## src/hw/rtl/fpr_pkg.sv

```systemverilog
// ----------------------------------------------------------------------------
// Framed packet receiver package
// Shared types and codes for the framed packet receiver with checksum.
// ----------------------------------------------------------------------------
package fpr_pkg;

  // Parser phase codes.
  localparam logic [2:0] PH_WAIT  = 3'd0;
  localparam logic [2:0] PH_LEN   = 3'd1;
  localparam logic [2:0] PH_DATA  = 3'd2;
  localparam logic [2:0] PH_CHECK = 3'd3;
  localparam logic [2:0] PH_END   = 3'd4;

  // Frame outcome codes. A good frame means the host should answer with ACK (0x06).
  localparam logic [1:0] ST_NONE    = 2'd0;
  localparam logic [1:0] ST_GOOD    = 2'd1;
  localparam logic [1:0] ST_BAD_END = 2'd2;
  localparam logic [1:0] ST_BAD_SUM = 2'd3;

  // Configuration register indexes.
  localparam int unsigned CFG_IDX_W = 2;
  localparam logic [CFG_IDX_W-1:0] CFG_START_MARKER = 2'd0;
  localparam logic [CFG_IDX_W-1:0] CFG_END_MARKER   = 2'd1;

  // Reset values of the markers.
  localparam logic [7:0] START_MARKER_RST = 8'h02;
  localparam logic [7:0] END_MARKER_RST   = 8'h03;

  typedef struct packed {
    logic [7:0] start_marker;
    logic [7:0] end_marker;
  } cfg_t;

  typedef struct packed {
    logic [7:0] payload_byte;
    logic [7:0] payload_index;
    logic       payload_valid;
    logic [1:0] frame_status;
    logic [7:0] frame_length;
  } result_t;

endpackage

```

## src/hw/rtl/fpr_cfg_regs.sv

```systemverilog
// ----------------------------------------------------------------------------
// Framed packet receiver configuration registers
// Holds the start and end marker values written through the write port.
// ----------------------------------------------------------------------------
module fpr_cfg_regs (
  input  logic                          clk,
  input  logic                          rst,
  input  logic                          cfg_we,
  input  logic [fpr_pkg::CFG_IDX_W-1:0] cfg_index,
  input  logic [7:0]                    cfg_data,
  output fpr_pkg::cfg_t                 cfg
);
  import fpr_pkg::*;

  // Decode the register index; unknown indexes are dropped.
  always_ff @(posedge clk) begin
    if (rst) begin
      cfg.start_marker <= START_MARKER_RST;
      cfg.end_marker   <= END_MARKER_RST;
    end else if (cfg_we) begin
      unique case (cfg_index)
        CFG_START_MARKER: cfg.start_marker <= cfg_data;
        CFG_END_MARKER:   cfg.end_marker   <= cfg_data;
        default: ;
      endcase
    end
  end

endmodule

```

## src/hw/rtl/fpr_in_reg.sv

```systemverilog
// ----------------------------------------------------------------------------
// Framed packet receiver input register
// Registers each incoming byte beat and hands it to the parser.
// ----------------------------------------------------------------------------
module fpr_in_reg (
  input  logic       clk,
  input  logic       rst,
  input  logic       rx_valid,
  output logic       rx_ready,
  input  logic [7:0] rx_byte,
  output logic       held_valid,
  output logic [7:0] held_byte,
  input  logic       take
);

  // The register is free when empty or when its beat moves on this cycle.
  assign rx_ready = !held_valid || take;

  always_ff @(posedge clk) begin
    if (rst) begin
      held_valid <= 1'b0;
    end else if (rx_ready) begin
      held_valid <= rx_valid;
    end
  end

  // Payload register, no reset needed.
  always_ff @(posedge clk) begin
    if (rx_valid && rx_ready) begin
      held_byte <= rx_byte;
    end
  end

endmodule

```

## src/hw/rtl/fpr_parse.sv

```systemverilog
// ----------------------------------------------------------------------------
// Framed packet receiver parser
// Frame state machine, running checksum and result formation for one byte.
// ----------------------------------------------------------------------------
module fpr_parse (
  input  logic             clk,
  input  logic             rst,
  input  logic             step,
  input  logic [7:0]       byte_in,
  input  fpr_pkg::cfg_t    cfg,
  output fpr_pkg::result_t res
);
  import fpr_pkg::*;

  logic [2:0] phase;
  logic [2:0] phase_next;
  logic [7:0] length_held;
  logic [7:0] length_held_next;
  logic [7:0] data_position;
  logic [7:0] data_position_next;
  logic [7:0] running_sum;
  logic [7:0] running_sum_next;
  logic [7:0] check_byte_held;
  logic [7:0] check_byte_held_next;

  // Next state and result for the byte at the parser input.
  always_comb begin
    phase_next           = phase;
    length_held_next     = length_held;
    data_position_next   = data_position;
    running_sum_next     = running_sum;
    check_byte_held_next = check_byte_held;
    res                  = '0;
    unique case (phase)
      PH_LEN: begin
        length_held_next   = byte_in;
        data_position_next = 8'd0;
        running_sum_next   = 8'd0;
        phase_next         = (byte_in == 8'd0) ? PH_CHECK : PH_DATA;
      end
      PH_DATA: begin
        res.payload_byte   = byte_in;
        res.payload_index  = data_position;
        res.payload_valid  = 1'b1;
        running_sum_next   = running_sum + byte_in;
        data_position_next = data_position + 8'd1;
        if (data_position_next == length_held) begin
          phase_next = PH_CHECK;
        end
      end
      PH_CHECK: begin
        check_byte_held_next = byte_in;
        phase_next           = PH_END;
      end
      PH_END: begin
        if (byte_in != cfg.end_marker) begin
          res.frame_status = ST_BAD_END;
        end else if (running_sum != check_byte_held) begin
          res.frame_status = ST_BAD_SUM;
        end else begin
          res.frame_status = ST_GOOD;
        end
        res.frame_length = length_held;
        phase_next       = PH_WAIT;
      end
      default: begin
        // Waiting for a frame; unused codes behave the same way.
        phase_next = (byte_in == cfg.start_marker) ? PH_LEN : PH_WAIT;
      end
    endcase
  end

  // State registers advance once per processed beat.
  always_ff @(posedge clk) begin
    if (rst) begin
      phase           <= PH_WAIT;
      length_held     <= 8'd0;
      data_position   <= 8'd0;
      running_sum     <= 8'd0;
      check_byte_held <= 8'd0;
    end else if (step) begin
      phase           <= phase_next;
      length_held     <= length_held_next;
      data_position   <= data_position_next;
      running_sum     <= running_sum_next;
      check_byte_held <= check_byte_held_next;
    end
  end

`ifndef NO_ASSERTIONS
  // The frame state never moves without a beat.
  a_hold_idle: assert property (@(posedge clk) disable iff (rst)
    !step |=> $stable(phase) && $stable(running_sum) && $stable(data_position))
    else $error("parser state changed without a beat");

  // While collecting data, the position stays below the frame length.
  a_pos_range: assert property (@(posedge clk) disable iff (rst)
    (phase == PH_DATA) |-> (data_position < length_held))
    else $error("data position reached frame length in data phase");

  // The last data byte leads to the checksum byte.
  a_last_data: assert property (@(posedge clk) disable iff (rst)
    step && (phase == PH_DATA) && (data_position + 8'd1 == length_held)
    |=> (phase == PH_CHECK))
    else $error("last data byte did not lead to checksum phase");

  // A frame end always reports an outcome and returns to waiting.
  a_end: assert property (@(posedge clk) disable iff (rst)
    step && (phase == PH_END) |-> (res.frame_status != ST_NONE) ##1 (phase == PH_WAIT))
    else $error("frame end handled wrongly");
`endif

endmodule

```

## src/hw/rtl/fpr_out_reg.sv

```systemverilog
// ----------------------------------------------------------------------------
// Framed packet receiver result register
// Holds one result beat until the downstream side takes it.
// ----------------------------------------------------------------------------
module fpr_out_reg (
  input  logic             clk,
  input  logic             rst,
  input  logic             load_valid,
  input  fpr_pkg::result_t load_res,
  output logic             can_load,
  output logic             out_valid,
  input  logic             out_ready,
  output fpr_pkg::result_t res
);
  import fpr_pkg::*;

  // Free when empty or when the held beat is being taken.
  assign can_load = !out_valid || out_ready;

  always_ff @(posedge clk) begin
    if (rst) begin
      out_valid <= 1'b0;
    end else if (can_load) begin
      out_valid <= load_valid;
    end
  end

  always_ff @(posedge clk) begin
    if (can_load && load_valid) begin
      res <= load_res;
    end
  end

endmodule

```

## src/hw/rtl/framed_packet_receiver_checksum_top.sv

```systemverilog
// ----------------------------------------------------------------------------
// Framed packet receiver with checksum
// Parses start marker, length, data, checksum and end marker frames.
// ----------------------------------------------------------------------------
// The block takes one byte beat per clock while results are taken, and returns
// exactly one result beat per input beat: each byte is held in the input
// register, passes the frame parser, and its result is held in the result
// register. The parser is a single 8-bit compare and add, so a new byte is
// accepted every cycle as long as results are taken. While a result waits to
// be taken, one more byte is accepted into the input register and then the
// input stalls until the result leaves.
// Data bytes come out with their index; on the end marker position the block
// reports good (send ACK 0x06), bad end marker, or checksum mismatch, with the
// frame length. The user must write markers through the cfg port (index 0
// start marker, index 1 end marker) while idle; the block does not enforce it.
module framed_packet_receiver_checksum_top (
  input  logic                          clk,
  input  logic                          rst,
  input  logic                          cfg_we,
  input  logic [fpr_pkg::CFG_IDX_W-1:0] cfg_index,
  input  logic [7:0]                    cfg_data,
  input  logic                          rx_valid,
  output logic                          rx_ready,
  input  logic [7:0]                    rx_byte,
  output logic                          out_valid,
  input  logic                          out_ready,
  output logic [7:0]                    payload_byte,
  output logic [7:0]                    payload_index,
  output logic                          payload_valid,
  output logic [1:0]                    frame_status,
  output logic [7:0]                    frame_length
);
  import fpr_pkg::*;

  cfg_t       cfg;
  logic       held_valid;
  logic [7:0] held_byte;
  logic       can_load;
  logic       step;
  result_t    step_res;
  result_t    out_res;

  // A beat is processed when it sits in the input register and the result
  // register can take its result.
  assign step = held_valid && can_load;

  fpr_cfg_regs u_cfg (
    .clk       (clk),
    .rst       (rst),
    .cfg_we    (cfg_we),
    .cfg_index (cfg_index),
    .cfg_data  (cfg_data),
    .cfg       (cfg)
  );

  fpr_in_reg u_in (
    .clk        (clk),
    .rst        (rst),
    .rx_valid   (rx_valid),
    .rx_ready   (rx_ready),
    .rx_byte    (rx_byte),
    .held_valid (held_valid),
    .held_byte  (held_byte),
    .take       (can_load)
  );

  fpr_parse u_parse (
    .clk     (clk),
    .rst     (rst),
    .step    (step),
    .byte_in (held_byte),
    .cfg     (cfg),
    .res     (step_res)
  );

  fpr_out_reg u_out (
    .clk        (clk),
    .rst        (rst),
    .load_valid (held_valid),
    .load_res   (step_res),
    .can_load   (can_load),
    .out_valid  (out_valid),
    .out_ready  (out_ready),
    .res        (out_res)
  );

  assign payload_byte  = out_res.payload_byte;
  assign payload_index = out_res.payload_index;
  assign payload_valid = out_res.payload_valid;
  assign frame_status  = out_res.frame_status;
  assign frame_length  = out_res.frame_length;

endmodule

```

## config.mk

```make
export PLATFORM = sky130hd
export DESIGN_NAME = framed_packet_receiver_checksum_top
export DESIGN_NICKNAME = d
export VERILOG_FILES = /design/src/hw/rtl/fpr_pkg.sv /design/src/hw/rtl/fpr_cfg_regs.sv /design/src/hw/rtl/fpr_in_reg.sv /design/src/hw/rtl/fpr_parse.sv /design/src/hw/rtl/fpr_out_reg.sv /design/src/hw/rtl/framed_packet_receiver_checksum_top.sv
export SDC_FILE = /design/constraint.sdc
export NUM_CORES = 1
export LEC_CHECK = 0
export BUFFER_PORTS_ARGS = -buffer_cell sky130_fd_sc_hd__buf_2
export CAP_MARGIN = 10
export CORE_UTILIZATION = 34
export CTS_BUF_LIST = sky130_fd_sc_hd__clkbuf_4
export CTS_CLUSTER_SIZE = 30
export DETAILED_ROUTE_END_ITERATION = 8
export MAX_ROUTING_LAYER = met4
export PLACE_DENSITY = 0.55
export SLEW_MARGIN = 15
export SYNTH_ARGS = -nofsm -noshare
export SYNTH_HDL_FRONTEND = slang
export SYNTH_SLANG_ARGS = --single-unit
```

## constraint.sdc

```tcl
create_clock -name clk -period 4.8 [get_ports clk]
set_clock_uncertainty 0.05 [all_clocks]
set_input_delay 0.48 -clock clk [delete_from_list [all_inputs] [get_ports clk]]
set_output_delay 0.48 -clock clk [all_outputs]
set_load 0.01 [all_outputs]
```

==> metrics.md <==
| Metric | Value |
|---|---|
| Setup repair after global routing missed its margin | no |
| Commonest non-fill, non-tap cells in the layout | dfxtp_1, buf_2, nor2_1 |
| Total setup buffers inserted after CTS | 0 |
| Post-synthesis simple-gate area fraction | between 20 and 25% |
| Num CTS Buffers | 9 |
| Global placer's final weighted congestion | between 0.8 and 0.9 |
| Total nets after synthesis | 435 |
| Transition time of the tightest slew-check pin | 1.06 ns |
| Num ports | 52 |
| H-tree depth | 3 |
| Final period utilization | 59.5% |
| Net count, final | 476 |
| Count of mapped cells out of synthesis | 403 |
| Required @ worst endpoint | 5.06 ns |
| Latest clock arrival within the worst-skew pair | 0.46 ns |
| Standard-cell row count | 39 |
| Summed negative setup slack over all endpoints | 0 ns |
| Wire per inst | 15.3 um |
| EDFF count, synth | 35 |
| Root Buffer | clkbuf_4 |
| Maximum number of pins on one net before global-route repair | 55 |
| Count of distinct cell types in the synthesized netlist | 50 |
| Number of vias in the routed layout | 3010 |
| Die Y-Extent | 112 um |
| Proportion of synthesized flip-flops having asynchronous set or reset | 0% |
| Vias per cell | slightly above 5 |
| Max clock buf depth | 2 |
| Worst IR drop on VDD | approximately 0.13 mV |
| Leading cell type in the layout, fill and taps excluded | dfxtp_1 |
| Antenna violations before repair | 1 |
| Synth Register Bits | 88 |
| Via count of the first global-routing pass | 2922 |
| Number of violations reported at the end of detailed-routing iteration 0 | about 240 |
| Largest family of logic cells by synthesized area | simple AND/OR/NAND/NOR gates |
| Share of post-route cells with drive strength above 1 | 16.0% |
| Min-Delay Path Class | primary input to flop |
| Tmin final | 2.85 ns |
| Maximum fanout encountered on the critical timing path | 20 |
| Die area | roughly 13000 um^2 |
| Number of DRC violations after detailed routing | 2 |
| Cell Area, Synth | 4100 um^2 |
| Core Util, Final | around two fifths |
| Ratio of total power to cell area | 301 nW/um^2 |
| Post-DP HPWL | 6310 um |
| Sequential area share after synthesis | 51.5% |
| Synth warnings | 0 |
| Clk slew on worst S/H paths | 0.14 ns |
| Buffers on Ports | 51 |
| Initial DRT Pass Iterations | 6 |
| Clock tree from TritonCTS | done |
| Maximum capacitance violations | 0 |
| Xor-xnor portion of the synthesized cell area | 8.11% |
| Worst slew margin relative to its limit | between 20 and 30% |
| Area Growth Syn to Fin | 12.4% |
| Initial core utilization | 35.5% |
| Category of the worst setup path capture point | flop |
| Most used flip-flop cell after synthesis | dfxtp_1 |
| Fill cell total of the finished layout | approximately 1200 |
| Area inside the core boundary | 11600 um^2 |
| Worst setup path class | flop to flop |
| Adder and majority cell fraction of the synthesized area | 2.93% |
| Routed WL | 9060 um |
| Die X | between 100 and 150 um |
| Mean instance size in the synthesized netlist | 10.2 um^2 |
| Kind of start point of the critical path | flop |
| Antenna violation net count after detailed routing | 0 |
| Post-cts resize count | 0 |
| Number of hold-slack violations in the final timing report | 0 |
| Number of pins exceeding their max-slew limit in the final report | 0 |
| Total Routing Usage GR | 16.2% |
| Num Clock Sinks | 88 |
| Multiplexer share of the synthesized area | under 10% |
| Failing checks | DRC |
| Setup violation total in the final timing report | 0 |
| Global-route wire length before repair | 15000 um |
| Fmax | about 350 MHz |
| Total overflow reported by the global router | 0 |
| R2R Setup Slk | 1.95 ns |
| Crit path arrival time | 3.11 ns |
| Outcome | finished with violations |
| Static leakage | 1.88 nW |
| Number of hold buffers added after cts | 0 |
| Share of the synthesized area in compound gates (AO/OA/AOI/OAI) | 9.03% |
==> worst paths after layout <==
check / start / end / cells after the start
min reg2reg: u_parse.length_held[1] / u_parse.length_held[1] / 2
max: u_parse.phase[2] / u_parse.data_position[4] / 5
max reg2reg: u_parse.phase[2] / u_parse.data_position[4] / 5
min: rx_byte[3] / u_in.held_byte[3] / 1
==> report_power, final <==
part / internal [W] / switching (W)
logic: 0.0000379 / 0.0000526
registers: 0.000797 / 0.0000232
clock network: 0.000228 / 0.000250
==> kinds of logic (layout without fill, tap and decap cells) <==
group,Yosys count,after routing
buf+inv,30,76
flops,88,88
simple gates,155,155
fa+ha+maj,9,9
compound gates,62,62
mux,21,21
xor+xnor,38,38
other cells,0,1
==> metal layers <==
| metal | up-vias | track usage [%] | wire, um |
|---|---|---|---|
| met3 | 15 | 4.68 | 418 |
| met1 | 1421 | 21.3 | 4410 |
| met4 | 0 | 7.30 | 184 |
| li1 | 1505 | - | - |
| met5 | - | - | 0 |
| met2 | 69 | 22.9 | 4050 |
==> per-stage QoR <==
stage | hold slack [ns] | area (um^2) | power [W] | setup WS [ns] | cells
after detailed placement | 0.428 | 4440 | 0.000928 | 1.93 | 576
after CTS | 0.0949 | 4610 | 0.00141 | 1.91 | 592
after floorplan | 0.407 | 4100 | 0.000889 | 2.69 | 403
after global routing | 0.0820 | 4610 | 0.00145 | 1.62 | 593
after global placement | 0.418 | 4440 | 0.000926 | 2.10 | 576
final | 0.135 | 4610 | 0.00139 | 1.95 | 593
==> registers in the layout, summed over array words and instances (netlist names) <==
| name | cells |
|---|---|
| u_parse.data_position | 8 |
| u_parse.length_held | 8 |
| u_parse.check_byte_held | 8 |
| u_out.res | 27 |
| u_in.held_valid | 1 |
| u_out.out_valid | 1 |
| u_parse.phase | 3 |
| u_in.held_byte | 8 |
| u_parse.running_sum | 8 |
| u_cfg.cfg | 16 |
==> synth_stat cells (all sizes together), types with 4 or more instances <==
library cell / number / area, um^2
a21oi: 31 / 155
and2: 19 / 119
and3: 11 / 68.8
buf: 9 / 52.6
clkbuf: 14 / 53.8
dfxtp: 53 / 1060
edfxtp: 35 / 1050
ha: 8 / 100
inv: 7 / 26.3
mux2i: 21 / 210
nand2: 30 / 113
nand3: 14 / 82.6
nand3b: 4 / 30.0
nand4: 4 / 25.0
nor2: 42 / 158
nor3: 5 / 25.0
nor4: 6 / 37.5
o21ai: 10 / 50.1
or3: 4 / 25.0
xnor2: 16 / 140
xor2: 22 / 193
==> critical path, stage by stage (launching register included) <==
cell      delay, ns
dfxtp_1        0.50
nor3b_2        0.91
and3_1         0.63
nor2_1         0.25
a211oi_1       0.28
nor3_1         0.08
==> area by class of cell <==
| class | count | area [um^2] | area share, % |
|---|---|---|---|
| timing repair buffer | 53 | 270 | 5.86 |
| sequential | 88 | 2110 | 45.8 |
| inverter | 7 | 26.3 | 0.570 |
| multi-input combinational | 285 | 1860 | 40.3 |
| clock inverter | 4 | 71.3 | 1.55 |
| tap | 143 | 179 | 3.88 |
| antenna | 1 | 2.50 | 0.0543 |
| clock buffer | 12 | 90.1 | 1.95 |
No activity file was read; power rests on OpenSTA's default activity.
